===== config.mk =====
export PLATFORM = sky130hd
export DESIGN_NAME = sc3x_ram
export DESIGN_NICKNAME = d
export VERILOG_FILES = /design/src/hw/rtl/sc3x_ram.sv
export SDC_FILE = /design/constraint.sdc
export NUM_CORES = 1
export LEC_CHECK = 0
export BUFFER_PORTS_ARGS = -buffer_cell sky130_fd_sc_hd__clkbuf_2
export CAP_MARGIN = 40
export CORE_MARGIN = 2
export CORE_UTILIZATION = 40
export CTS_CLUSTER_SIZE = 10
export DETAILED_ROUTE_END_ITERATION = 12
export PLACE_DENSITY = 0.67
export SLEW_MARGIN = 20
export SYNTH_ARGS = -nofsm -noshare
export SYNTH_HDL_FRONTEND = slang
export SYNTH_SLANG_ARGS = --single-unit

===== constraint.sdc =====
create_clock -name i_clk -period 1.86 [get_ports i_clk]
set_clock_uncertainty 0.1 [all_clocks]
set_input_delay 0.186 -clock i_clk [delete_from_list [all_inputs] [get_ports i_clk]]
set_output_delay 0.186 -clock i_clk [all_outputs]
set_load 0.01 [all_outputs]

===== src/hw/rtl/sc3x_ram.sv =====
// Generic synchronous RAM: one write port, two read ports, registered reads.
// Standalone; used for the line store of the sharpening filter.
`default_nettype none

module sc3x_ram #(
    parameter int DATA_W = 8,
    parameter int DEPTH  = 16
) (
    input  wire logic                                   i_clk,
    input  wire logic                                   i_we,
    input  wire logic [((DEPTH > 1) ? $clog2(DEPTH) : 1)-1:0] i_waddr,
    input  wire logic [DATA_W-1:0]                      i_wdata,
    input  wire logic                                   i_re,
    input  wire logic [((DEPTH > 1) ? $clog2(DEPTH) : 1)-1:0] i_raddr_a,
    input  wire logic [((DEPTH > 1) ? $clog2(DEPTH) : 1)-1:0] i_raddr_b,
    output logic      [DATA_W-1:0]                      o_rdata_a,
    output logic      [DATA_W-1:0]                      o_rdata_b
);

    logic [DATA_W-1:0] r_mem [DEPTH];

    always_ff @(posedge i_clk) begin
        if (i_we) begin
            r_mem[i_waddr] <= i_wdata;
        end
    end

    always_ff @(posedge i_clk) begin
        if (i_re) begin
            o_rdata_a <= r_mem[i_raddr_a];
            o_rdata_b <= r_mem[i_raddr_b];
        end
    end

endmodule

`default_nettype wire


Word-level counts from Yosys, hierarchy flattened. Memory sizes are Yosys's and may differ from the RTL's. A register that Yosys moved wholly into a read port is not among the register bits. Cells that the tools add are included.

Flip-flop bits (word level): 0. Latch bits: 0. RAM bits: 128. Memory bits (read-only): 0. Output and inout port bits: 16. Word-level logic and storage cells: 3. Memories kept: 1.

Memories: r_mem (words 16, bits a word 8, rd ports 2, clocked after Yosys merged registers in 2, wr ports 1, RTL line 20) `logic [DATA_W-1:0] r_mem [DEPTH];`.

$add $sub $neg: 0. Multipliers: 0. Divide/modulo/power cells: 0. $lt $le $gt $ge: 0. Equal/unequal tests: 0. Shift operators: 0. Muxes and demuxes: 2. Bitwise operators: 0. Reduce and logical (&&, ||, !) cells: 0.

Operator list (number): two-way mux 1 bit (2).

Longest topological paths before layout.
Depth after elaboration: 2. Gate-level depth with buffers: 5. Mapped depth without buffers: 3.

Least setup slack after synthesis. OpenSTA, ideal clock, no wires.

Kind: input-to-reg. From: in i_waddr[2] in the netlist's numbering. To: mem r_mem[0][0], enable pin. Data arrival time: 1296 ps. Setup slack: 81 ps. Stages: 2. Cells stage by stage: or3b_2 nor3_1.

RTL lines: start, declared (RTL line 11) `input wire logic [((DEPTH > 1) ? $clog2(DEPTH) : 1)-1:0] i_waddr,`; end, declared (RTL line 20).

No word-level cell before the write port.

==> flow_results.org <==
** Outcome
- Outcome :: finished clean

** Clock network
- The clock tree synthesis step divided the H-tree into 4 levels.
- Post-CTS repair changed the size of 0 cells.
- No sink is reached through more buffers than the 2 on the longest clock path.
- Clock tree synthesis found a total of 144 sinks.
- Buffers inserted to repair hold after CTS numbered 0.
- After clock tree synthesis, the clock-pin slew on the worst setup and hold paths is 0.06 ns.
- The number of clock buffers added by TritonCTS is 17.
- Worst-Skew Late Latency :: 0.41 ns
- TritonCTS built the clock tree.
- Root cell of the clock tree :: sky130_fd_sc_hd__clkbuf_16
- Post-CTS setup buffer count :: 0

** Placement
- RePlAce Congestion :: between 0.7 and 0.8
- Buffers placed on the I/O ports in this run total 38.
- Placed Instances :: between 500 and 600
- Detailed placement ended at an HPWL of 9900 µm.

** Floorplan
- Cell Rows :: 46
- From left edge to right edge, the die measures ~130 µm.
- Num ports :: 39
- Y dimension of the die :: 132 µm
- Area enclosed by the die boundary :: 17300 µm²
- Effective utilization at floorplan :: roughly 41%
- Core area :: 15900 µm²

** Min path
- Kind of path behind the tightest hold check :: in -> reg

** Global routing
- Maximum number of pins on one net before global-route repair :: 33
- Global routing used 17.5% of the available tracks.
- Number of antenna violations at the first check in global routing :: 0
- Remaining global-route overflow :: 0
- The first global-routing pass estimated 21800 µm of wire.
- The via count of the first global-routing pass is 3721.

** Power
- After layout, the design draws a total of 7290 µW.
- Static leakage power :: 0.00265 µW
- The worst-case IR drop observed on VDD is ~0.63 mV.
- Power spread over the standard cell area amounts to 948 nW/µm².

** Logic synthesis
- Synthesis instantiated 19 different standard cells from the library.
- Yosys warning count :: 0
- Number of nets in the synthesized netlist :: 330
- Synthesis handed over a netlist of roughly 300 instances.
- In this run the cell area of the synthesized design comes to between 6000 and 7000 µm².
- Mean area per synthesized cell :: between 20 and 25 µm²
- Total of flip-flops plus latches after synthesis :: about 140
- After synthesis, flip-flops and latches occupy between 60% and 70% of the total area.

** Worst setup path
- Worst endpoint required time :: around 1.9 ns
- The worst setup path is of the reg -> reg kind.
- Data arrives at the worst endpoint at between 1.5 and 2 ns.
- STA classifies the critical path startpoint as a register.
- Max FO, Critical Path :: 2
- Critical Path End Type :: register

** Routing
- After detailed routing, the met2 layer carries 7490 µm of wire.
- M1 WL :: 5680 µm
- Routed wl met3 :: 935 µm
- Number of vias per cell after detailed routing :: just under 6
- The routed design has between 10000 and 15000 µm of wire.
- First DRT Iteration DRCs :: roughly 410
- After detailed routing, no signal wire sits above met4.
- Post-route DRC violation count :: 0
- Once detail routing completed, the nets flagged for antenna violations numbered 0.
- Count of vias placed by the detailed router :: 3538
- After detailed routing, the average wire length per cell comes to 23.8 µm.
- The first TritonRoute pass finished after 5 iterations.

** Timing
- Setup repair after global routing left no endpoint under its margin.
- Final hold violation count :: 0
- Final critical-path required period :: about 1.7 ns
- Total Negative Setup Slacks :: 0 ns
- Crit share post-route :: 91.4%
- Slew @ Worst Pin :: 0.802 ns
- Setup violations remaining at the end of the flow were counted as 0.
- Timing would allow up to 588 MHz.
- Number of pins exceeding their max-slew limit in the final report :: 0
- Slew HR :: 46.4%

** Layout
- Cell Count, Final, Fillers Out :: 609
- Area grow syn2layout :: 18.2%
- ANT cells :: 0
- Leading cell types in the layout, fill and taps excluded :: sky130_fd_sc_hd__edfxtp_1, sky130_fd_sc_hd__clkbuf_2, sky130_fd_sc_hd__mux4_2
- The final layout contains roughly 400 nets.
- Layout cells sized above 1 :: 34.9%
- The library cell used most frequently in the layout, excluding fill and tap cells, is sky130_fd_sc_hd__edfxtp_1.
- The layout has 1339 filler cells.

** Run
- Number of max-cap violations :: 0
[worst paths after layout]
kind | from | end | slack, ns | cells past startpoint
worst max-delay path | r_mem[2][3] | o_rdata_b[3] | 0.16 | 3
worst max register to register | r_mem[2][3] | o_rdata_b[3] | 0.16 | 3
worst min-delay path | i_wdata[4] | r_mem[14][4] | 0.08 | 1
worst min register to register | r_mem[14][3] | o_rdata_b[3] | 0.68 | 3
[registers in the layout, summed over array words and instances (netlist names)]
signal,cells
o_rdata_b,8
o_rdata_a,8
r_mem,128
[stage by stage]
step           setup slack [ns]  utilization (%)  area (µm²)  hold WS [ns]
6_report                  0.160             48.4        7690        0.0801
5_1_grt                   0.139             48.4        7690         0.125
4_1_cts                   0.160             48.4        7690        0.0817
3_5_place_dp             -0.111             45.1        7160         0.509
3_3_place_gp            -0.0713             45.1        7160         0.484
2_1_floorplan            0.0811                -        6510         0.185
[kinds of logic (layout without fill, tap and decap cells)]
family,after synthesis,after routing,synth area share [%]
buf+inv,20,106,2.65
mux,64,64,23.8
flops,144,144,66.5
simple gates,47,47,3.35
compound gates,32,32,3.69
[synthesized netlist by cell type]
| cell | instances | area, µm² |
|---|---|---|
| sky130_fd_sc_hd__clkdlybuf4s25_2 | 6 | 60.1 |
| sky130_fd_sc_hd__and2_1 | 2 | 12.5 |
| sky130_fd_sc_hd__edfxtp_1 | 144 | 4320 |
| sky130_fd_sc_hd__nor2_1 | 14 | 52.6 |
| sky130_fd_sc_hd__buf_4 | 2 | 15.0 |
| sky130_fd_sc_hd__buf_6 | 6 | 67.6 |
| sky130_fd_sc_hd__buf_2 | 6 | 30.0 |
| sky130_fd_sc_hd__nand3_1 | 1 | 5.00 |
| sky130_fd_sc_hd__nor2b_1 | 2 | 12.5 |
| sky130_fd_sc_hd__and2b_1 | 2 | 15.0 |
| sky130_fd_sc_hd__mux4_2 | 34 | 766 |
| sky130_fd_sc_hd__nand2b_1 | 2 | 12.5 |
| sky130_fd_sc_hd__nand3b_1 | 2 | 15.0 |
| sky130_fd_sc_hd__mux4_4 | 2 | 50.1 |
| sky130_fd_sc_hd__a22oi_1 | 32 | 240 |
| sky130_fd_sc_hd__or3b_2 | 1 | 8.76 |
| sky130_fd_sc_hd__nor3_1 | 4 | 20.0 |
| sky130_fd_sc_hd__mux4_1 | 28 | 736 |
| sky130_fd_sc_hd__nand2_1 | 17 | 63.8 |
[worst max-delay path: stages, from the launching register on]
cell                       delay [ns]
sky130_fd_sc_hd__edfxtp_1        0.39
sky130_fd_sc_hd__mux4_1          0.52
sky130_fd_sc_hd__a22oi_1         0.34
sky130_fd_sc_hd__nand2_1         0.10
[per-layer routing]
layer  GRT usage (%)  vias to the layer above
met5               0                        -
met4            8.03                        0
met3            3.82                       24
met2            28.7                      165
met1            22.5                     1850
li1                -                     1499
[final cells by class]
cell class	instances	area, µm²	area share, %
clock inverters	15	103	1.33
flip-flops and latches	144	4320	56.2
clock buffers	17	425	5.53
multi-input cells	143	2010	26.1
repair buffers	74	561	7.29
well taps	216	270	3.51
[where the power goes]
| part | internal (µW) | switching [µW] | leakage [µW] |
|---|---|---|---|
| logic | 278 | 300 | 0.00109 |
| registers | 3680 | 37.3 | 0.00132 |
| clock network | 1790 | 1200 | 0.000249 |
Note: power is estimated with default switching activity, not from simulation.
