File: src/hw/rtl/sc3x_pkg.sv
// Shared types and constants for the 3x3 cross sharpening filter.
// Used by every module of the block but sc3x_ram; depends on nothing else.
`default_nettype none

package sc3x_pkg;

    localparam int MAX_WIDTH_DEF    = 1024;
    localparam int MAX_CHANNELS_DEF = 4;

    localparam int ROW_SLOTS   = 3;
    localparam int PIX_W       = 8;
    localparam int ROW_W       = 12;
    localparam int OCOL_W      = 10;
    localparam int OCH_W       = 2;
    localparam int IMG_W_W     = 11;
    localparam int IMG_H_W     = 12;
    localparam int CH_CNT_W    = 3;

    localparam int WIDTH_RST   = 640;
    localparam int HEIGHT_RST  = 480;
    localparam int CHAN_RST    = 1;
    localparam int MIN_WIDTH   = 3;
    localparam int MIN_HEIGHT  = 3;

    localparam int CENTER_GAIN = 5;
    localparam int OFIFO_DEPTH = 8;

    localparam int APB_AW      = 4;
    localparam int APB_DW      = 32;

    typedef enum logic [1:0] {
        REG_IMAGE_WIDTH   = 2'd0,
        REG_IMAGE_HEIGHT  = 2'd1,
        REG_CHANNEL_COUNT = 2'd2
    } t_reg_idx;

    // One result word, packed as it leaves on the output stream.
    typedef struct packed {
        logic                last;
        logic [PIX_W-1:0]    value;
        logic [OCH_W-1:0]    chan;
        logic [OCOL_W-1:0]   col;
        logic [ROW_W-1:0]    row;
    } t_result;

    // Per-word control bits handed from the sequencer to the kernel stage.
    typedef struct packed {
        logic valid;
        logic first_col;
        logic border;
        logic has_res;
        logic last_row;
    } t_item_flags;

endpackage

`default_nettype wire

File: src/hw/rtl/sc3x_ctrl.sv
// Raster sequencer: row, column, channel and row-slot counters, line store
// addressing, and the stage register that follows each accepted word. Uses sc3x_pkg.
`default_nettype none

module sc3x_ctrl #(
    parameter int MAX_WIDTH    = sc3x_pkg::MAX_WIDTH_DEF,
    parameter int MAX_CHANNELS = sc3x_pkg::MAX_CHANNELS_DEF
) (
    input  wire logic                          i_clk,
    input  wire logic                          i_rst_n,
    input  wire logic                          i_restart,
    input  wire logic                          i_accept,
    input  wire logic [sc3x_pkg::PIX_W-1:0]    i_sample,
    input  wire logic [sc3x_pkg::IMG_W_W-1:0]  i_image_width,
    input  wire logic [sc3x_pkg::IMG_H_W-1:0]  i_image_height,
    input  wire logic [sc3x_pkg::CH_CNT_W-1:0] i_channel_count,
    output logic [$clog2(sc3x_pkg::ROW_SLOTS*MAX_WIDTH*MAX_CHANNELS)-1:0] o_waddr,
    output logic [$clog2(sc3x_pkg::ROW_SLOTS*MAX_WIDTH*MAX_CHANNELS)-1:0] o_raddr_a,
    output logic [$clog2(sc3x_pkg::ROW_SLOTS*MAX_WIDTH*MAX_CHANNELS)-1:0] o_raddr_b,
    output sc3x_pkg::t_item_flags              o_flags,
    output logic [sc3x_pkg::ROW_W-1:0]         o_row,
    output logic [$clog2(MAX_WIDTH)-1:0]       o_col,
    output logic [((MAX_CHANNELS > 1) ? $clog2(MAX_CHANNELS) : 1)-1:0] o_chan,
    output logic [sc3x_pkg::PIX_W-1:0]         o_sample
);

    localparam int CW        = $clog2(MAX_WIDTH);
    localparam int WW        = $clog2(MAX_WIDTH + 1);
    localparam int CHW       = (MAX_CHANNELS > 1) ? $clog2(MAX_CHANNELS) : 1;
    localparam int RW        = sc3x_pkg::ROW_W;
    localparam int NCW       = sc3x_pkg::CH_CNT_W;
    localparam int ROW_WORDS = MAX_WIDTH * MAX_CHANNELS;
    localparam int AW        = $clog2(sc3x_pkg::ROW_SLOTS * ROW_WORDS);
    localparam int LAST_SLOT = sc3x_pkg::ROW_SLOTS - 1;

    logic [RW-1:0]  r_row, n_row;
    logic [CW-1:0]  r_col, n_col;
    logic [CHW-1:0] r_chan, n_chan;
    logic [1:0]     r_slot, n_slot;

    logic [WW-1:0]  w_eff;
    logic [RW-1:0]  h_eff;
    logic [NCW-1:0] nc_eff;
    logic [CW-1:0]  col_last;
    logic [RW-1:0]  row_last;
    logic [CHW-1:0] chan_last;
    logic [1:0]     slot_mid, slot_up;
    logic           is_first_col, is_last_col;
    logic [CW-1:0]  col_right;

    function automatic logic [AW-1:0] word_addr(input logic [1:0] slot,
                                                 input logic [CW-1:0] col,
                                                 input logic [CHW-1:0] chan);
        return AW'(32'(slot) * ROW_WORDS + 32'(col) * MAX_CHANNELS + 32'(chan));
    endfunction

    // Registers are clamped into their legal ranges before use.
    always_comb begin
        if (32'(i_image_width) < sc3x_pkg::MIN_WIDTH) begin
            w_eff = WW'(sc3x_pkg::MIN_WIDTH);
        end else if (32'(i_image_width) > MAX_WIDTH) begin
            w_eff = WW'(MAX_WIDTH);
        end else begin
            w_eff = WW'(i_image_width);
        end
        if (32'(i_image_height) < sc3x_pkg::MIN_HEIGHT) begin
            h_eff = RW'(sc3x_pkg::MIN_HEIGHT);
        end else begin
            h_eff = i_image_height;
        end
        if (i_channel_count == '0) begin
            nc_eff = NCW'(1);
        end else if (32'(i_channel_count) > MAX_CHANNELS) begin
            nc_eff = NCW'(MAX_CHANNELS);
        end else begin
            nc_eff = i_channel_count;
        end
    end

    assign col_last  = CW'(w_eff - WW'(1));
    assign row_last  = h_eff - RW'(1);
    assign chan_last = CHW'(nc_eff - NCW'(1));

    assign is_first_col = (r_col == '0);
    assign is_last_col  = (r_col == col_last);
    assign col_right    = is_last_col ? '0 : r_col + CW'(1);

    // Row r sits in slot r mod 3; the row above in the slot before, two above after.
    assign slot_mid = (r_slot == 2'd0) ? 2'(LAST_SLOT) : r_slot - 2'd1;
    assign slot_up  = (r_slot == 2'(LAST_SLOT)) ? 2'd0 : r_slot + 2'd1;

    // At the first column port A fetches the left edge of the middle row,
    // since the upper neighbour is not needed on a border.
    assign o_waddr   = word_addr(r_slot, r_col, r_chan);
    assign o_raddr_a = is_first_col ? word_addr(slot_mid, '0, r_chan)
                                    : word_addr(slot_up, r_col, r_chan);
    assign o_raddr_b = word_addr(slot_mid, col_right, r_chan);

    always_comb begin
        n_row  = r_row;
        n_col  = r_col;
        n_chan = r_chan;
        n_slot = r_slot;
        if (i_restart) begin
            n_row  = '0;
            n_col  = '0;
            n_chan = '0;
            n_slot = '0;
        end else if (i_accept) begin
            if (r_chan >= chan_last) begin
                n_chan = '0;
                if (is_last_col) begin
                    n_col = '0;
                    if (r_row >= row_last) begin
                        n_row  = '0;
                        n_slot = '0;
                    end else begin
                        n_row  = r_row + RW'(1);
                        n_slot = slot_up;
                    end
                end else begin
                    n_col = r_col + CW'(1);
                end
            end else begin
                n_chan = r_chan + CHW'(1);
            end
        end
    end

    always_ff @(posedge i_clk) begin
        if (!i_rst_n) begin
            r_row   <= '0;
            r_col   <= '0;
            r_chan  <= '0;
            r_slot  <= '0;
            o_flags <= '0;
        end else begin
            r_row             <= n_row;
            r_col             <= n_col;
            r_chan            <= n_chan;
            r_slot            <= n_slot;
            o_flags.valid     <= i_accept;
            o_flags.first_col <= is_first_col;
            o_flags.border    <= (r_row == RW'(1)) || is_first_col || is_last_col;
            o_flags.has_res   <= (r_row != '0);
            o_flags.last_row  <= (r_row == row_last);
        end
    end

    always_ff @(posedge i_clk) begin
        if (i_accept) begin
            o_row    <= r_row;
            o_col    <= r_col;
            o_chan   <= r_chan;
            o_sample <= i_sample;
        end
    end

endmodule

`default_nettype wire

File: config.mk
export PLATFORM = sky130hd
export DESIGN_NAME = sc3x_ctrl
export DESIGN_NICKNAME = d
export VERILOG_FILES = /design/src/hw/rtl/sc3x_pkg.sv /design/src/hw/rtl/sc3x_ctrl.sv
export SDC_FILE = /design/constraint.sdc
export NUM_CORES = 1
export LEC_CHECK = 0
export BUFFER_PORTS_ARGS = -buffer_cell sky130_fd_sc_hd__buf_2
export CAP_MARGIN = 5
export CORE_MARGIN = 5
export CORE_UTILIZATION = 48
export CTS_CLUSTER_DIAMETER = 40
export CTS_CLUSTER_SIZE = 40
export DETAILED_ROUTE_END_ITERATION = 7
export PLACE_DENSITY_LB_ADDON = 0.2
export SYNTH_ARGS = -nofsm -noshare
export SYNTH_HDL_FRONTEND = slang
export SYNTH_SLANG_ARGS = --single-unit
File: constraint.sdc
create_clock -name i_clk -period 4.5 [get_ports i_clk]
set_input_delay 0.675 -clock i_clk [delete_from_list [all_inputs] [get_ports i_clk]]
set_output_delay 0.675 -clock i_clk [all_outputs]
set_load 0.02 [all_outputs]
# After elaboration in Yosys (flattened, before gate mapping)
# Cells that the tools add are included.
[totals]
reg_bits = 63
inputBits = 38
[classes]
n_addsub = 15
n_lt_le_gt_ge = 6
eq_ne = 4
n_mux = 12
n_bitwise = 1
reduce_logical = 9
[op_table]
columns = ["cell", "count"]
rows = [
  ["adder 14 x 2 -> 14 bit", 4],
  ["adder 14 x 12 -> 14 bit", 3],
  ["2-to-1 mux 10 bit", 3],
  ["2-to-1 mux 12 bit", 2],
  ["2-to-1 mux 14 bit", 1],
  ["adder 12 x 1 -> 12 bit (second input constant)", 1],
  ["== test 12 x 1 -> 1 bit (second input constant)", 1],
  ["== test 12 bit", 1],
  ["greater-or-equal comparator 12 bit", 1],
  ["less-than comparator 12 x 2 -> 1 bit (second input constant)", 1],
  ["2-to-1 mux 2 bit", 6],
  ["nonzero test 12 bit", 1],
  ["subtractor 12 x 1 -> 12 bit (second input constant)", 1],
  ["greater-than comparator 11 bit (second input constant)", 1],
  ["less-than comparator 11 x 2 -> 1 bit (second input constant)", 1],
  ["adder 10 x 1 -> 10 bit (second input constant)", 1],
  ["== test 10 bit", 1],
  ["zero test 10 bit", 1],
  ["subtractor 10 x 1 -> 10 bit (second input constant)", 1],
  ["adder 2 x 1 -> 2 bit (second input constant)", 2],
  ["subtractor 2 x 1 -> 2 bit (second input constant)", 2],
  ["greater-than comparator 3 bit (second input constant)", 1],
  ["zero test 3 bit", 1],
  ["AND reduction 3 bit", 1],
  ["7 further kinds", 8],
]

# Depth between registers and ports, before layout
[logic_depth]
word_depth = 8
depth_mapped = 14
mapped_depth_nobuf = 14

# Worst setup path after synthesis
# Ideal clock, no wire load.
[synth_timing]
kind = "input to output"
start = "input i_image_width[8] in the netlist's numbering"
end = "output o_raddr_b[11] in the netlist's numbering"
arrival_ps = 3895
required_ps = 3825
slack_ps = -70
cell_stages = 11
path_cell_list = "or4_1 > nor3_1 > o21ai_0 > ha_1 > clkbuf_1 > or4b_2 > a211o_1 > o311a_1 > o211ai_1 > clkbuf_1 > o22a_1"
[synth_between]
elab_chain_cells = 8
elab_cells_between_ends = 9
[synth_rtl]
columns = ["element", "line", "source"]
rows = [
  ["start, declared", "sc3x_ctrl.sv:14", "input wire logic [sc3x_pkg::IMG_W_W-1:0] i_image_width,"],
  ["greater-than comparator 11 bit", "sc3x_ctrl.sv:61", "end else if (32'(i_image_width) > MAX_WIDTH) begin"],
  ["2-to-1 mux 10 bit", "sc3x_ctrl.sv:61", ""],
  ["2-to-1 mux 10 bit (*)", "sc3x_ctrl.sv:59", "if (32'(i_image_width) < sc3x_pkg::MIN_WIDTH) begin"],
  ["subtractor 10 x 1 -> 10 bit (*)", "sc3x_ctrl.sv:80", "assign col_last = CW'(w_eff - WW'(1));"],
  ["== test 10 bit (*)", "sc3x_ctrl.sv:85", "assign is_last_col = (r_col == col_last);"],
  ["2-to-1 mux 10 bit (*)", "sc3x_ctrl.sv:86", "assign col_right = is_last_col ? '0 : r_col + CW'(1);"],
  ["adder 14 x 12 -> 14 bit (*)", "sc3x_ctrl.sv:54", "return AW'(32'(slot) * ROW_WORDS + 32'(col) * MAX_CHANNELS + 32'(chan));"],
  ["adder 14 x 2 -> 14 bit (*)", "sc3x_ctrl.sv:54", ""],
  ["end, declared", "sc3x_ctrl.sv:19", "output logic [$clog2(sc3x_pkg::ROW_SLOTS*MAX_WIDTH*MAX_CHANNELS)-1:0] o_raddr_b,"],
]
# Every way passes the cells marked *; elsewhere a longest branch is shown, timed or not.

# Worst setup path in the final report
# Same ends and word-level chain as after synthesis.

==> results by stage <==
Status:
- The run finished with clean final reports.

Finish:
- The register area is 0.00158 mm2.
- The area added between synthesis and finish is 23.0%.
- The number of filler cells placed in the layout is 749.
- In the final layout, the share of cells above drive strength 1 is 0.296.
- At the end of the flow, the number of nets in the layout was 614.
- The multi-input gate area in the final layout is 0.00226 mm2.
- The leading cell type in the layout, fill and taps excluded is buf_2.
- The number of diodes added for antenna fixing is 0.
- In the layout the commonest cells are buf_2 (113), nor2_1 (33), edfxtp_1 (32).

Global route:
- The global routing usage summed across all routing layers is 0.215.
- The pin count of the biggest net entering global routing is 37.
- The final global-route overflow total is 0.
- The initial antenna violation count was 0.
- The first global-routing pass estimated 17500 um of wire.
- The via count of the first global-routing pass came to 3562.

Timing:
- The number of endpoints failing setup at the final stage is 0.
- Setup slack closes at 0.114 ns.
- Derived from the worst setup path, the maximum achievable clock frequency is 228 MHz.
- The max-slew violation count was 0.
- For the final database, setup skew stands at 0.0104 ns.
- The post-route minimum period is 4.39 ns.
- Of the available clock period, the critical path in the final layout requires 0.975.
- The worst slew margin relative to its limit is 0.291.
- The worst hold margin is 0.497 ns.
- For the pin with the worst max-slew slack, the measured transition is 1.06 ns.
- The total count of hold-check failures in the final report is 0.

Synth:
- The fraction of registers with async set or reset after synthesis is 0.
- For this run, the number of Yosys warnings is 0.
- The number of nets in the synthesized netlist is 503.
- By area the synthesized netlist is led by edfxtp_1 (24%), dfxtp_1 (15%), ha_1 (7.1%).
- After technology mapping, the gate count stands at 442.
- The average instance in the mapped netlist occupies 9.11 um2.
- After synthesis the cells add up to 0.00403 mm2.
- In this run, synthesis produced a sequential element count of 63.
- Counting flops with a built-in enable in the synthesized netlist gives 32.
- Yosys mapped the design onto 63 distinct sky130hd cell types.
- For this run, the register share of the synthesized area comes to 0.393.
- For this run, the leading register cell type out of synthesis is edfxtp_1.
- Summed over all instances, the cell type with the most area after synthesis is edfxtp_1.
- The share of synthesized area in the top cell type comes to 0.239.

Floorplanning:
- The count of standard-cell rows is 33.
- The initial utilization of the core area, before any placement, comes to 0.492.
- Measured along the y axis, the die boundary spans 102 um.
- The die is 102 um wide.
- The area of the die is 0.0103 mm2.
- 117 I/O pins were placed.
- In this run the standard cell core region covers 0.00818 mm2.

Placed design:
- Once detailed placement completed, the half-perimeter wirelength came to 8230 um.
- The minimum setup slack after placement is 0.0649 ns.
- The final weighted congestion in routability-driven placement is 0.929.
- The count of buffers added on input and output ports is 116.

Clocking:
- For this design, the sink count on the clock tree is 63.
- Buffers inserted during clock tree synthesis total 9.
- The depth of the CTS H-tree is 3.
- The buffer depth of the longest clock path is 2.
- In this run, post-CTS hold repair placed 0 buffers.
- The buffer cell driving the clock tree root is clkbuf_8.
- The clock insertion delay at the later pin of the skew report is 0.35 ns.
- The CTS tree is done.
- The clock-pin slew on the worst setup and hold paths is 0.08 ns.

Setup path:
- By instance count, the cell type seen most on the critical path is buf_2.
- The master of the slowest instance on the critical path is or4b_2.
- The critical path goes through buf_2, or4_4, nor3_4, o21ai_1, ha_2, or4b_2, a211o_1, o311a_1, o211ai_1, buf_4, o22a_1, buf_2.
- The maximum cell stage delay along the critical path is 0.62 ns.
- The data required time of the worst path is 3.83 ns.
- The signal arrival time at the worst endpoint is 3.71 ns.
- The critical path endpoint category is a primary output.
- The type of element launching the critical path is an input port.
- The critical-path maximum fanout is 13.
- The worst setup path is of the input port to primary output kind.

Route:
- In this run, the number of DRC markers left after iteration 0 of detailed routing was 230.
- The total detailed-routing wirelength is 11000 um.
- In the routed design, unresolved DRC markers number 0.
- The routed layout has 3775 vias.
- The first detailed-routing pass ran for 4 iterations.
- The vias per cell is 5.69.
- The remaining antenna violation count after routing is 0.
- In the final routed layout, each cell accounts on average for 16.6 um.

Flow run:
- The tool flagged a number of max-cap violations equal to 0.

Worst hold path:
- The tightest min-delay check is of the input port to flop type.

Power:
- Dividing total power by cell area gives a power density of 261 mW/mm2.
- For this design the static power due to leakage is 2.13 nW.
- VDD sags by at most 183 uV.
[area by class of cell]
class                   count  share of cell area
clock buffers               9              0.0250
flip-flops and latches     63               0.319
multi-input cells         331               0.457
repair buffers            133               0.145
inverters                  15              0.0114
well taps                 105              0.0265
clock inverters             7              0.0164
[cell families (layout without fill, tap and decap cells)]
kind of cell | after synthesis | count (layout) | share of synthesized area
flops | 63 | 63 | 0.393
buf+inv | 48 | 164 | 0.0522
compound gates | 111 | 111 | 0.193
fa+ha+maj | 23 | 23 | 0.0715
simple gates | 177 | 177 | 0.246
mux | 4 | 4 | 0.0103
xor+xnor | 16 | 16 | 0.0348
[per-layer routing]
layer / GRT usage / routed length (um) / up-vias
li1: - / - / 1855
met1: 0.282 / 4730 / 1759
met2: 0.352 / 5170 / 143
met3: 0.0461 / 866 / 18
met4: 0.0736 / 209 / 0
met5: 0 / 0 / -
[cells in the mapped netlist, types with 13 or more instances]
master	count
a21oi_1	21
and3_1	13
clkbuf_1	27
dfxtp_1	31
edfxtp_1	32
ha_1	23
inv_1	15
nand2_1	26
nor2_1	34
nor3_1	16
o21ai_0	15
xnor2_1	13
[flip-flops by register name (all words and copies together) (netlist names)]
signal	cells
r_slot	2
o_flags	5
r_col	10
o_chan	2
r_row	12
o_row	12
r_chan	2
o_col	10
o_sample	8
[metrics by stage]
step                      power, mW  utilization  instances  setup TNS [ns]  instance area, um2
after floorplan               0.730            -        442               0                4030
after detailed placement      0.802        0.576        647               0                4710
after global placement        0.800        0.576        647               0                4710
after global routing           1.35        0.606        663         -0.0812                4950
final                          1.29        0.606        663               0                4950
after CTS                      1.31        0.601        663               0                4920
[path summary, 6_finish.rpt]
path / end / slack, ns / from / cells past startpoint
setup / recovery: o_raddr_b[11] / 0.11 / i_image_width[8] / 12
hold / removal: o_sample[1] / 0.50 / i_sample[1] / 1
setup reg to reg: r_row[6] / 1.66 / r_col[6] / 8
hold reg to reg: r_slot[1] / 0.51 / r_slot[1] / 2
[power breakdown]
| group | internal (mW) | switching (mW) |
|---|---|---|
| logic | 0.0641 | 0.104 |
| registers | 0.617 | 0.00544 |
| clock network | 0.262 | 0.241 |
[critical path: cells and delay by family]
family	cells	cell delay, ns
AND/OR/NAND/NOR	3	1.39
AO/OA/AOI/OAI	5	0.94
buffers and inverters	3	0.50
adder cells (fa/ha/maj)	1	0.20
[repair_timing]
action	4_1_cts	5_1_grt
endpoints found under the hold margin	0	0
endpoints found under the setup margin	0	10
gates resized for setup	0	13
buffers inserted	0	0
(Power assumes the default switching activity.)
