`config.mk`:
```
export PLATFORM = sky130hd
export DESIGN_NAME = sc3x_calc
export DESIGN_NICKNAME = d
export VERILOG_FILES = /design/src/hw/rtl/sc3x_pkg.sv /design/src/hw/rtl/sc3x_calc.sv
export SDC_FILE = /design/constraint.sdc
export NUM_CORES = 1
export LEC_CHECK = 0
export ABC_CLOCK_PERIOD_IN_PS = 6300
export BUFFER_PORTS_ARGS = -buffer_cell sky130_fd_sc_hd__buf_2
export CAP_MARGIN = 20
export CELL_PAD_IN_SITES_DETAIL_PLACEMENT = 1
export CELL_PAD_IN_SITES_GLOBAL_PLACEMENT = 2
export CORE_MARGIN = 4
export CORE_UTILIZATION = 31
export DETAILED_ROUTE_END_ITERATION = 8
export GPL_TIMING_DRIVEN = 0
export HOLD_SLACK_MARGIN = 0.06
export PLACE_DENSITY = 0.75
export SYNTH_ARGS = -nofsm -noshare
export SYNTH_HDL_FRONTEND = slang
export SYNTH_SLANG_ARGS = --single-unit
```
`constraint.sdc`:
```
create_clock -name i_clk -period 6.3 [get_ports i_clk]
set_clock_uncertainty 0.15 [all_clocks]
set_input_delay 0.945 -clock i_clk [delete_from_list [all_inputs] [get_ports i_clk]]
set_output_delay 0.945 -clock i_clk [all_outputs]
set_load 0.005 [all_outputs]
```
`src/hw/rtl/sc3x_pkg.sv`:
```
// Shared types and constants for the 3x3 cross sharpening filter.
// Used by every module of the block but sc3x_ram; depends on nothing else.
`default_nettype none

package sc3x_pkg;

    localparam int MAX_WIDTH_DEF    = 1024;
    localparam int MAX_CHANNELS_DEF = 4;

    localparam int ROW_SLOTS   = 3;
    localparam int PIX_W       = 8;
    localparam int ROW_W       = 12;
    localparam int OCOL_W      = 10;
    localparam int OCH_W       = 2;
    localparam int IMG_W_W     = 11;
    localparam int IMG_H_W     = 12;
    localparam int CH_CNT_W    = 3;

    localparam int WIDTH_RST   = 640;
    localparam int HEIGHT_RST  = 480;
    localparam int CHAN_RST    = 1;
    localparam int MIN_WIDTH   = 3;
    localparam int MIN_HEIGHT  = 3;

    localparam int CENTER_GAIN = 5;
    localparam int OFIFO_DEPTH = 8;

    localparam int APB_AW      = 4;
    localparam int APB_DW      = 32;

    typedef enum logic [1:0] {
        REG_IMAGE_WIDTH   = 2'd0,
        REG_IMAGE_HEIGHT  = 2'd1,
        REG_CHANNEL_COUNT = 2'd2
    } t_reg_idx;

    // One result word, packed as it leaves on the output stream.
    typedef struct packed {
        logic                last;
        logic [PIX_W-1:0]    value;
        logic [OCH_W-1:0]    chan;
        logic [OCOL_W-1:0]   col;
        logic [ROW_W-1:0]    row;
    } t_result;

    // Per-word control bits handed from the sequencer to the kernel stage.
    typedef struct packed {
        logic valid;
        logic first_col;
        logic border;
        logic has_res;
        logic last_row;
    } t_item_flags;

endpackage

`default_nettype wire

```
`src/hw/rtl/sc3x_calc.sv`:
```
// Kernel stage: per-channel window of the middle row, the 5-point cross sum
// with saturation, and formation of the result words. Uses sc3x_pkg.
`default_nettype none

module sc3x_calc #(
    parameter int MAX_WIDTH    = sc3x_pkg::MAX_WIDTH_DEF,
    parameter int MAX_CHANNELS = sc3x_pkg::MAX_CHANNELS_DEF
) (
    input  wire logic                       i_clk,
    input  wire sc3x_pkg::t_item_flags      i_flags,
    input  wire logic [sc3x_pkg::ROW_W-1:0] i_row,
    input  wire logic [$clog2(MAX_WIDTH)-1:0] i_col,
    input  wire logic [((MAX_CHANNELS > 1) ? $clog2(MAX_CHANNELS) : 1)-1:0] i_chan,
    input  wire logic [sc3x_pkg::PIX_W-1:0] i_sample,
    input  wire logic [sc3x_pkg::PIX_W-1:0] i_rd_a,
    input  wire logic [sc3x_pkg::PIX_W-1:0] i_rd_b,
    output logic [1:0]                      o_push_cnt,
    output sc3x_pkg::t_result               o_res0,
    output sc3x_pkg::t_result               o_res1
);

    localparam int PW   = sc3x_pkg::PIX_W;
    localparam int RW   = sc3x_pkg::ROW_W;
    localparam int OCW  = sc3x_pkg::OCOL_W;
    localparam int OCHW = sc3x_pkg::OCH_W;
    localparam int POSW = PW + 3;
    localparam int NEGW = PW + 2;
    localparam int MAXV = (1 << PW) - 1;

    // Left and centre samples of the middle row, one pair per channel.
    logic [PW-1:0] r_left [MAX_CHANNELS];
    logic [PW-1:0] r_mid  [MAX_CHANNELS];

    logic [PW-1:0]   left_px, mid_px;
    logic [POSW-1:0] pos_sum;
    logic [NEGW-1:0] neg_sum;
    logic [POSW-1:0] diff;
    logic [PW-1:0]   sat_val;

    assign left_px = r_left[i_chan];
    assign mid_px  = r_mid[i_chan];

    // Port A holds the upper neighbour, port B the right neighbour; the
    // current input word is the lower neighbour.
    assign pos_sum = POSW'(mid_px) * POSW'(sc3x_pkg::CENTER_GAIN);
    assign neg_sum = NEGW'(left_px) + NEGW'(i_rd_b) + NEGW'(i_rd_a) + NEGW'(i_sample);
    assign diff    = pos_sum - POSW'(neg_sum);

    always_comb begin
        if (POSW'(neg_sum) > pos_sum) begin
            sat_val = '0;
        end else if (diff > POSW'(MAXV)) begin
            sat_val = PW'(MAXV);
        end else begin
            sat_val = PW'(diff);
        end
    end

    always_ff @(posedge i_clk) begin
        if (i_flags.valid) begin
            if (i_flags.first_col) begin
                r_left[i_chan] <= i_rd_a;
            end else begin
                r_left[i_chan] <= mid_px;
            end
            r_mid[i_chan] <= i_rd_b;
        end
    end

    always_comb begin
        o_res0.row   = i_row - RW'(1);
        o_res0.col   = OCW'(i_col);
        o_res0.chan  = OCHW'(i_chan);
        o_res0.value = i_flags.border ? '0 : sat_val;
        o_res0.last  = !i_flags.last_row;

        o_res1.row   = i_row;
        o_res1.col   = OCW'(i_col);
        o_res1.chan  = OCHW'(i_chan);
        o_res1.value = '0;
        o_res1.last  = 1'b1;

        if (i_flags.valid) begin
            o_push_cnt = 2'(i_flags.has_res) + 2'(i_flags.last_row);
        end else begin
            o_push_cnt = 2'd0;
        end
    end

endmodule

`default_nettype wire

```
# Word-level counts from Yosys, hierarchy flattened
# Memory sizes are Yosys's and may differ from the RTL's.
# Index checks and enable logic that the tools add are counted.
[word_totals]
register_bits = 0
latchBits = 0
ram_bits = 64
rom_bits = 0
output_inout_bits = 68
elab_cells = 26
n_memories = 2
[memory_table]
columns = ["name", "words", "word_bits", "read_ports", "rd_ports_with_merged_regs", "write_ports", "line", "text"]
rows = [
  ["r_left", 4, 8, 1, 0, 1, "sc3x_calc.sv:31", "logic [PW-1:0] r_left [MAX_CHANNELS];"],
  ["r_mid", 4, 8, 1, 0, 1, "sc3x_calc.sv:32", "logic [PW-1:0] r_mid [MAX_CHANNELS];"],
]
[op_classes]
addsub = 6
multipliers = 1
div_mod_pow = 0
order_cmp = 2
n_eq_ne = 0
shifts = 0
mux = 13
bitwise = 1
reduce_logical = 1
[op_table]
columns = ["operator", "n"]
rows = [
  ["8-bit 2-to-1 mux", 4],
  ["12-bit by 1-bit subtractor with 12-bit output (second input constant)", 1],
  ["10-bit by 11-bit greater-than comparator with 1-bit output", 1],
  ["11-bit by 8-bit greater-than comparator with 1-bit output (second input constant)", 1],
  ["8-bit by 3-bit multiplier with 11-bit output (second input constant)", 1],
  ["11-bit by 10-bit subtractor with 11-bit output", 1],
  ["10-bit by 8-bit adder with 10-bit output", 1],
  ["9-bit by 8-bit adder with 10-bit output", 1],
  ["8-bit by 8-bit adder with 9-bit output", 1],
  ["1-bit 2-to-1 mux", 8],
  ["1-bit by 1-bit adder with 2-bit output", 1],
  ["2-bit 2-to-1 mux", 1],
  ["1-bit zero test", 1],
  ["1-bit bitwise OR", 1],
]

# Logic depth before layout (Yosys ltp)
# Gate-level depths: netlist (run 1).
# An unclocked memory read counts as a cell.
[logic_depth]
ltp_word = 9
mapped_depth = 20
depth_no_buf = 18

# Least setup slack after synthesis (run 1)
# OpenSTA, ideal clock, no wires.
[synth_timing]
path_kind = "input port to output port"
startpoint = "input i_chan[0] in the netlist's numbering"
endpoint = "output o_res0[26] in the netlist's numbering"
t_arrival_ns = 5.296
t_required_ns = 5.205
path_slack_ns = -0.091
cell_stages = 18
path_buffers = 3
path_cell_list = "buf_6 > buf_2 > clkbuf_1 > mux4_2 > fa_1 > ha_1 > a21oi_1 > nor2b_1 > o21a_1 > o41ai_1 > xor2_1 > ha_1 > a21oi_1 > o21ai_0 > or2_2 > o221ai_1 > nand4_4 > o21a_1"
[synth_lines]
columns = ["item", "line", "text"]
rows = [
  ["start: declaration", "sc3x_calc.sv:13", "input wire logic [((MAX_CHANNELS > 1) ? $clog2(MAX_CHANNELS) : 1)-1:0] i_chan,"],
  ["end: declaration", "sc3x_calc.sv:18", "output sc3x_pkg::t_result o_res0,"],
]

==> results.md, run 1 <==
* Status: finished clean
* Die Wd at 130 um
* Max_slew headroom at 0.429
* Crit share post-route at 0.972
* Global Route Usage Sum at 0.137
* Largest net degree at the start of global routing at 15
* Layout cells sized above 1 at 0.448
* Routed vias at 3283
* Ant diodes at 0
* Finished Layout Cells at 715
* Final ANT Viol Nets at 0
* Tightest Pin Transition at 0.854 ns
* Unrepaired setup endpoints after global routing: true
* Max Cap Viol at 0
* Worst path cell trace: buf_16, mux4_2, fa_2, ha_4, fa_2, a21o_1, a21oi_2, o21bai_1, a21oi_2, xor2_1, ha_1, a21oi_2, a21boi_2, a31o_2, xor2_2, nand4_4, o21a_1, buf_2
* Initial antenna violation count at 0
* Final GP Congestion at 0.740
* WL per Instance at 16.4 um
* CTS Root Cell: clkbuf_16
* Nets at 631
* Top cell by count, worst path: a21oi_2
* Dpl cells at 681
* Drt pass-1 iters at 4
* Global route total overflow at 0
* GRT met3 Usage at 0.0311
* Pre-CTS setup slack at -0.813 ns
* Final Worst Setup Slack at 0.179 ns
* Yosys warnings at 0
* Grt peak-use layer: met2
* I/O Buffers at 101
* Clock Pin Slew Worst Setup and Hold Paths at 0.05 ns
* Routed WL at 11.7 mm
* Area growth, synth to finish at 33.6%
* Netlist Area Pre-Place at 4590 sq um
* Final setup viols at 0
* H-tree depth at 3
* First-pass GRT wire length at 17.7 mm
* Arr. time, crit path at 5.03 ns
* Initial Util at 0.316
* Sequential area share after synthesis at 0.418
* Die Span Y at 130 um
* Via density at 4.59
* Leakage at 2.76 nW
* Syn Area/Cell at 11.8 sq um
* Worst-path maximum fanout at 8
* Min-delay worst type: in -> reg
* Biggest cell delay along the critical path at 0.53 ns
* Hold Fails Final Rpt at 0
* Post-DP HPWL at 9.01 mm
* PD cells at 377 nW/um^2
* M1 GR Usage at 0.157
* Element type at the critical path end: primary output
* Critical Path RT at 5.20 ns
* Peak supply drop at 178 uV
* Number of DRC markers in iteration 0 at 114
* Die area at 16800 sq um
* Synth unique cells at 44
* Ys async rst share at 0
* Post-synth EDFFs at 64
* Clk_lat worst skew at 0.34 ns
* Row count at 44
* Critical path type: in -> out
* CTS tree: done
* Register area at 1920 sq um
* Post-route DRC violation count at 0
* CTS buffer count at 9
* Vias in the first global route at 3505
* Post-Syn Instances at 388
* Final Max Tran Viols at 0
* Fmax at 163 MHz
* CTS max path bufs at 2
* Critical-path top delay cell: mux4_2
* Grt met2 use at 0.257
* Startpoint class of the critical path: input pin
* Main synth FF type: edfxtp_1
* CTS Sinks at 64
* Core area at 14500 sq um
* FILL cells at 1588
* #FFs+latches synth at 64
* Final Critical Period at 6.12 ns
* Multi-input gate area at 2290 sq um
* I/O pin count at 122
* # hold bufs at CTS at 0
-- layout by cell type, fill, tap and decap left out, drive strengths merged, types with 4 or more instances in the layout --
cell and instances:
ha 33, o21a 9, nor3 4, a21oi 16
a21o 7, fa 18, mux4 16, xor2 15
inv 58, xnor2 12, conb 9, nand2 20
clkbuf 14, edfxtp 64, nor2 12, buf 166
o21ai 15
-- synthesized netlist by cell type, types with 2 or more instances --
cell / n / area share
nor3_1: 4 / 0.0044
nor4_1: 2 / 0.0027
ha_1: 33 / 0.090
nand2b_1: 2 / 0.0027
nor2_1: 12 / 0.0098
a21o_1: 7 / 0.011
a211oi_1: 2 / 0.0033
xor2_1: 15 / 0.029
nor2b_1: 3 / 0.0041
conb_1: 2 / 0.0016
buf_4: 45 / 0.074
clkbuf_1: 4 / 0.0033
nor3b_1: 2 / 0.0033
fa_1: 18 / 0.078
inv_1: 57 / 0.047
edfxtp_1: 64 / 0.42
a21oi_1: 16 / 0.017
mux4_2: 14 / 0.069
and3_1: 3 / 0.0041
o21ai_0: 15 / 0.016
o21bai_1: 3 / 0.0049
o21a_1: 9 / 0.015
and3b_1: 2 / 0.0038
xnor2_1: 12 / 0.023
and2_1: 3 / 0.0041
nand2_1: 20 / 0.016
mux4_1: 2 / 0.011
-- worst paths after layout --
| path | from | end | slack (ns) | cells past startpoint |
|---|---|---|---|---|
| max | i_chan[0] | o_res0[28] | 0.18 | 18 |
| min | i_rd_b[2] | r_mid[2][2] | 0.66 | 1 |
| max reg2reg | r_mid[1][0] | r_left[0][0] | 4.57 | 3 |
| min reg2reg | r_mid[3][6] | r_left[2][6] | 0.82 | 2 |
-- critical path, delay by kind of cell --
family	cells	cell delay [ns]
multiplexers	1	0.53
adder cells (fa/ha/maj)	4	1.41
AO/OA/AOI/OAI	8	1.33
XOR/XNOR	2	0.38
AND/OR/NAND/NOR	1	0.18
buffers and inverters	2	0.24
-- final cells by class --
class | instances | area share
inverters | 57 | 0.0361
repair buffers | 121 | 0.115
plain buffers | 50 | 0.0695
well taps | 184 | 0.0375
flip-flops and latches | 64 | 0.313
clock inverters | 7 | 0.0194
clock buffers | 9 | 0.0367
multi-input cells | 223 | 0.373
-- through the flow --
stage | instance area, sq um | power (mW) | hold slack, ns | setup TNS [ns] | util
6_report | 6140 | 2.31 | 0.659 | 0 | 0.422
5_1_grt | 6140 | 2.49 | 0.648 | -0.0855 | 0.422
4_1_cts | 5870 | 2.17 | 0.661 | 0 | 0.404
3_5_place_dp | 5370 | 1.47 | 0.808 | -6.43 | 0.369
3_3_place_gp | 5360 | 1.45 | 0.785 | -5.95 | 0.369
2_1_floorplan | 4620 | 1.21 | 0.672 | 0 | -
-- kinds of logic after synthesis --
| group | Yosys count | synth area share |
|---|---|---|
| buf+inv | 108 | 0.127 |
| flops | 64 | 0.418 |
| compound gates | 60 | 0.0825 |
| simple gates | 59 | 0.0681 |
| fa+ha+maj | 51 | 0.168 |
| xor+xnor | 27 | 0.0515 |
| mux | 17 | 0.0825 |
| other cells | 2 | 0.00164 |
-- registers in the layout, summed over array words and instances, names as in the netlist --
register	flops
r_left	32
r_mid	32
-- power breakdown --
part	internal, mW	total (mW)	switching (mW)
Sequential	0.490	0.494	0.00353
Clock	0.387	0.570	0.183
Combinational	0.589	1.25	0.660
-- routing by layer --
layer  vias up  routed length [um]  part of all wire
li1       1575                   -                 -
met1      1622                4670              0.40
met5         -                   0                 0
met2        75                6360              0.54
met4         0                 123             0.010
met3        11                 559             0.048
-- what timing repair did --
| item | in CTS | in global routing |
|---|---|---|
| gates resized for setup | 30 | 39 |
| pin swaps | 18 | 26 |
| setup endpoints to repair | 8 | 8 |
| cloned | 0 | 1 |
| buffers inserted | 5 | 13 |
No activity file was read; power rests on OpenSTA's default activity.
==> run 2, diff against run 1 <==
ABC_CLOCK_PERIOD_IN_PS = 7250   (was 6300)
CORE_UTILIZATION = 37   (was 31)
PLACE_DENSITY = 0.84   (was 0.75)
clock period = 7.25 ns   (was 6.3 ns; I/O delays follow)
==> run 2 against run 1 <==
  * Highest routed layer unchanged
  * Register-to-register slack better by 0.92 ns
  * Combinational power is 34% lower
  * Flip-flop and latch count stayed put
  * Cell area fell by 7.1%
  * Total power decreased by 24%
  * Largest power group unchanged
  * Global-route usage increased by 2.9 points
  * Sequential share of layout area up 2.4 points
  * Sequential power shrank 13%
  * First-iteration DRC count is 32% higher
  * Non-clock buffer count is 19 lower
  * Critical path depth stayed put
  * Clock power is 11% lower
==> results.md, run 2 (same netlist as run 1, synthesis figures left out) <==
* Status: finished clean
* Vias in the first global route at 3572 (+1.9%)
* Clk_lat worst skew at 0.33 ns (about the same)
* CTS buffer count at 9 (unchanged)
* Max_slew headroom at 0.469 (+0.0407)
* Final ANT Viol Nets at 0 (unchanged)
* PD cells at 310 nW/um^2 (-18%)
* Routed vias at 3201 (-2.5%)
* Final setup viols at 0 (unchanged)
* Ant diodes at 0 (unchanged)
* CTS max path bufs at 2 (unchanged)
* Initial Util at 0.381 (+0.0648)
* Critical path type: in -> out
* Top Registers: r_left: 32 flops, r_mid: 32 flops
* Element type at the critical path end: primary output
* Post-CTS setup buffer count at 0 (-5)
* Worst path cell trace: buf_6, clkbuf_4, mux4_2, fa_1, ha_1, a21oi_1, nor2b_1, o21a_1, o41ai_2, xor2_1, ha_1, a21oi_1, o21ai_0, or2_2, o221ai_1, nand4_4, o21a_1, buf_2
* First-pass GRT wire length at 18.5 mm (+4.7%)
* WL per Instance at 16.6 um (+1.1%)
* Final GP Congestion at 0.754 (+1.9%)
* Commonest non-fill, non-tap cell in the layout: buf_2
* Biggest cell delay along the critical path at 0.54 ns (about the same)
* Initial antenna violation count at 0 (unchanged)
* Die Wd at 119 um (-7.9%)
* Layout cells sized above 1 at 0.363 (-0.0849)
* Peak supply drop at 160 uV (-10%)
* Global Route Usage Sum at 0.167 (+0.0295)
* Tightest Pin Transition at 0.793 ns (-0.0608 ns)
* CTS Sinks at 64 (unchanged)
* Routed WL at 11.3 mm (-3.9%)
* Via density at 4.71 (+2.5%)
* Startpoint class of the critical path: input pin
* Drt pass-1 iters at 4 (unchanged)
* Die Span Y at 119 um (-7.9%)
* Design area at 5700 sq um (-7.1%)
* Nets at 612 (-3.0%)
* Post-route setup TNS at 0 ns (unchanged)
* Die area at 14300 sq um (-15%)
* Largest net degree at the start of global routing at 18 (+3)
* Cell family contributing the most delay on the critical path: compound AO/OA/AOI/OAI gates
* Crit share post-route at 0.948
* CTS Root Cell: clkbuf_16
* Final Critical Period at 6.87 ns
* # hold bufs at CTS at 0 (unchanged)
* H-tree depth at 3 (unchanged)
* I/O Buffers at 101 (unchanged)
* Clock Pin Slew Worst Setup and Hold Paths at 0.06 ns (about the same)
* I/O pin count at 122 (unchanged)
* Area growth, synth to finish at 24.1%
* Leakage at 2.62 nW (-5.0%)
* Post-DP HPWL at 8.99 mm (-0.19%)
* Core area at 12100 sq um (-17%)
* Unrepaired setup endpoints after global routing: false
* Number of DRC markers in iteration 0 at 150 (+32%)
* Max Cap Viol at 0 (unchanged)
* Final Max Tran Viols at 0 (unchanged)
* Fmax at 145 MHz
* Post-cts resize count at 1 (-97%)
* Arr. time, crit path at 5.64 ns (+0.61 ns)
* Min-delay worst type: in -> reg
* Global route total overflow at 0 (unchanged)
* CTS tree: done
* Placed Area at 5350 sq um (-0.35%)
* Hold Fails Final Rpt at 0 (unchanged)
* Tot Pwr at 1.76 mW (-24%)
* Buf/Inv on CP at 3 (+1)
* Critical-path top delay cell: mux4_2
* Most frequent cells in the layout: buf_2, edfxtp_1, inv_1, buf_4, ha_1
* Critical Path RT at 6.01 ns (+0.81 ns)
* Worst-path maximum fanout at 14 (+6)
* Post-route DRC violation count at 0 (unchanged)
* Row count at 40 (-9.1%)
[run 2: path summary, 6_finish.rpt]
check,start,end,slack [ns],cells past startpoint
min reg2reg,r_mid[3][6],r_left[2][6],0.85,2
min,i_rd_b[3],r_mid[2][3],0.83,1
max reg2reg,r_mid[1][6],r_left[0][6],5.49,2
max,i_chan[0],o_res0[29],0.38,18
[run 2: stage by stage]
step / utilization / std cells / hold WS (ns) / setup WS (ns)
after CTS: 0.472 / 680 / 0.822 / 0.171
after floorplan: - / 395 / 0.672 / 0.574
after detailed placement: 0.443 / 666 / 0.827 / -0.220
after global placement: 0.442 / 664 / 0.795 / -0.0933
final: 0.473 / 680 / 0.831 / 0.376
after global routing: 0.473 / 680 / 0.831 / 0.0261
[run 2: final cells by class]
class,count,area [sq um]
fill,1328,6360
multi-input combinational,223,2120
clock buffer,9,225
tap,168,210
clock inverter,7,125
sequential,64,1920
timing repair buffer,103,518
buffer,49,364
inverter,57,214
[run 2: report_power, final]
| part | switching [mW] | total [mW] | internal, mW |
|---|---|---|---|
| clock network | 0.165 | 0.505 | 0.340 |
| registers | 0.00361 | 0.430 | 0.426 |
| logic | 0.457 | 0.830 | 0.373 |
| total | 0.626 | 1.76 | 1.14 |
[run 2: metal layers]
| layer | track usage | share of wire | vias up |
|---|---|---|---|
| li1 | - | - | 1537 |
| met1 | 0.190 | 0.40 | 1578 |
| met2 | 0.317 | 0.55 | 71 |
| met3 | 0.0332 | 0.039 | 15 |
| met4 | 0.0408 | 0.011 | 0 |
| met5 | 0 | 0 | - |
==> run 3, diff against run 2 <==
CORE_MARGIN = not set   (was 4)
GPL_TIMING_DRIVEN = not set   (was 0)
==> run 3 against run 2 <==
  * Register-to-register slack hardly changed
  * Cell count is 9.6% lower
  * Worst setup slack worse by 0.10 ns
  * Global-route usage is 0.61 points higher
  * Flip-flop and latch count stayed put
  * Utilization is 3.8 points lower
  * Non-clock buffer count is 65 lower
  * Sequential power hardly changed
  * Critical path type unchanged
  * Combinational power is 2% lower
  * Highest routed layer unchanged
==> results.md, run 3 (same netlist as run 1, synthesis figures left out) <==
* Commonest non-fill, non-tap cell in the layout: buf_2
* Critical-path top delay cell: fa_1
* Multi-input gate area at 2120 sq um (unchanged)
* Die Wd at 113 um (-5.0%)
* Internal power at 1.09 mW (-4.5%)
* Post-route DRC violation count at 0 (unchanged)
* Ant diodes at 0 (unchanged)
* Most frequent cells in the layout: buf_2, edfxtp_1, inv_1, ha_1, nand2_1
* Sequential share of power at 0.251 (+0.008)
* Hold Fails Final Rpt at 0 (unchanged)
* Leakage at 2.31 nW (-12%)
* Largest net degree at the start of global routing at 19 (+1)
* Layout cells sized above 1 at 0.277 (-0.0859)
* CTS max path bufs at 2 (unchanged)
* Routed vias at 2929 (-8.5%)
* Fmax at 143 MHz (-1.4%)
* CTS buffer count at 9 (unchanged)
* Global Route Usage Sum at 0.173 (+0.00608)
* Worst path cell trace: buf_2, inv_1, fa_1, fa_1, inv_1, ha_1, a21o_1, a21oi_1, nor2b_1, o21a_1, o41ai_1, xor2_1, ha_1, a21oi_1, o21ai_0, or2_2, o221ai_1, nand4_4, o21a_1, buf_2
* Post-route setup TNS at 0 ns (unchanged)
* I/O Buffers at 82 (-19%)
* Crit share post-route at 0.962 (+0.0138)
* Final setup viols at 0 (unchanged)
* Final Max Tran Viols at 0 (unchanged)
* CTS Root Cell: clkbuf_16
* Via density at 4.76 (+1.2%)
* Min-delay worst type: in -> reg
* Net Sw Frac at 0.364 (+0.00880)
* Clk pwr share at 0.274 (-0.012)
* Post-DP HPWL at 8.19 mm (-8.9%)
* Global route total overflow at 0 (unchanged)
* Biggest cell delay along the critical path at 0.56 ns (+0.02 ns)
* H-tree depth at 3 (unchanged)
* Row count at 40 (unchanged)
* Placed Area at 4900 sq um (-8.4%)
* Tot Pwr at 1.71 mW (-3.1%)
* First-pass GRT wire length at 16.8 mm (-9.5%)
* PD cells at 326 nW/um^2 (+5.3%)
* Tightest Pin Transition at 0.991 ns (+0.198 ns)
* Unrepaired setup endpoints after global routing: false
* Status: finished clean
* Final GP Congestion at 0.781 (+3.5%)
* Finished Layout Cells at 615 (-9.6%)
* Area growth, synth to finish at 14.2%
* I/O pin count at 122 (unchanged)
* Final Critical Period at 6.97 ns (+0.100 ns)
* FILL cells at 1327 (-0.075%)
* Number of DRC markers in iteration 0 at 111 (-26%)
* CTS tree: done
* Arr. time, crit path at 5.74 ns (+0.10 ns)
* Element type at the critical path end: primary output
* Max Cap Viol at 0 (unchanged)
* Vias in the first global route at 3225 (-9.7%)
* Max_slew headroom at 0.338 (-0.131)
* Clock Pin Slew Worst Setup and Hold Paths at 0.06 ns (about the same)
* Design area at 5250 sq um (-8.0%)
* Drt pass-1 iters at 4 (unchanged)
* Gate power share at 0.475 (+0.004)
* Hold Slack at 0.843 ns (+0.0124 ns)
* Startpoint class of the critical path: input pin
* Final ANT Viol Nets at 0 (unchanged)
* Critical Path RT at 6.01 ns (about the same)
* Routed WL at 10.3 mm (-8.8%)
* WL per Instance at 16.7 um (+0.84%)
* Initial Util at 0.381 (unchanged)
* Register area at 1920 sq um (unchanged)
* Die area at 12900 sq um (-9.8%)
* Critical path type: in -> out
* Initial antenna violation count at 0 (unchanged)
* Worst-path maximum fanout at 8 (-6)
* Peak supply drop at 170 uV (+6.0%)
* Nets at 547 (-11%)
* Dpl cells at 598 (-10%)
* Die Span Y at 113 um (-5.0%)
* Clk_lat worst skew at 0.33 ns (about the same)
* P_sw at 621 uW (-0.74%)
* Top Registers: r_left: 32 flops, r_mid: 32 flops
* CTS Sinks at 64 (unchanged)
* Core area at 12100 sq um (unchanged)
[run 3: changes by cell type in the layout (fill, tap and decap cells not counted), moves of 2 or more]
cell | before | now
buf_4 | 46 | 5
buf_2 | 102 | 81
a21oi_1 | 16 | 14
a21oi_2 | 0 | 2
clkbuf_1 | 2 | 0
clkinvlp_4 | 0 | 2
[run 3: path summary, 6_finish.rpt]
| path | startpoint | endpoint | slack [ns] | cells past startpoint |
|---|---|---|---|---|
| max | i_rd_b[2] | o_res0[31] | 0.28 | 20 |
| max reg2reg | r_mid[1][0] | r_left[2][0] | 5.50 | 3 |
| min reg2reg | r_mid[0][6] | r_left[1][6] | 0.84 | 2 |
| min | i_rd_b[5] | r_mid[1][5] | 0.84 | 1 |
[run 3: metal layers]
layer / GRT usage / up-vias / wire (um)
li1: - / 1408 / -
met1: 0.218 / 1437 / 4480
met4: 0.0377 / 0 / 72
met5: 0 / - / 0
met2: 0.307 / 77 / 5370
met3: 0.0351 / 7 / 351
[run 3: metrics by stage]
step	util	setup slack, ns
floorplan	-	0.574
global placement	0.406	0.338
detailed placement	0.406	0.219
CTS	0.433	0.214
global route	0.435	0.0469
finish	0.435	0.276
[run 3: repair_timing]
item / 4_1_cts / 5_1_grt
hold buffers: 0 / 0
setup endpoints to repair: 0 / 8
resized for setup: 0 / 4
buffers inserted: 0 / 0
[run 3: final cells by class]
type / instances / area share
clock inverter: 7 / 0.0193
multi-input combinational: 223 / 0.405
sequential: 64 / 0.366
timing repair buffer: 87 / 0.0859
inverter: 57 / 0.0408
clock buffer: 9 / 0.0429
tap: 168 / 0.0401
[run 3: critical path: cells and delay by family]
family	cells	cell delay [ns]
adders and majority gates	4	1.64
AOI/OAI and AO/OA	8	1.77
and+or+nand+nor	3	0.57
xor gates and xnor gates	1	0.23
buffers and inverters	4	0.44
[run 3: power by group through the flow]
stage / clock network [mW] / registers [mW] / logic, mW
2_1_floorplan: 0 / 0.435 / 0.620
3_3_place_gp: 0 / 0.436 / 0.788
3_5_place_dp: 0 / 0.437 / 0.805
4_1_cts: 0.476 / 0.430 / 0.812
5_1_grt: 0.489 / 0.431 / 0.921
6_report: 0.469 / 0.429 / 0.811
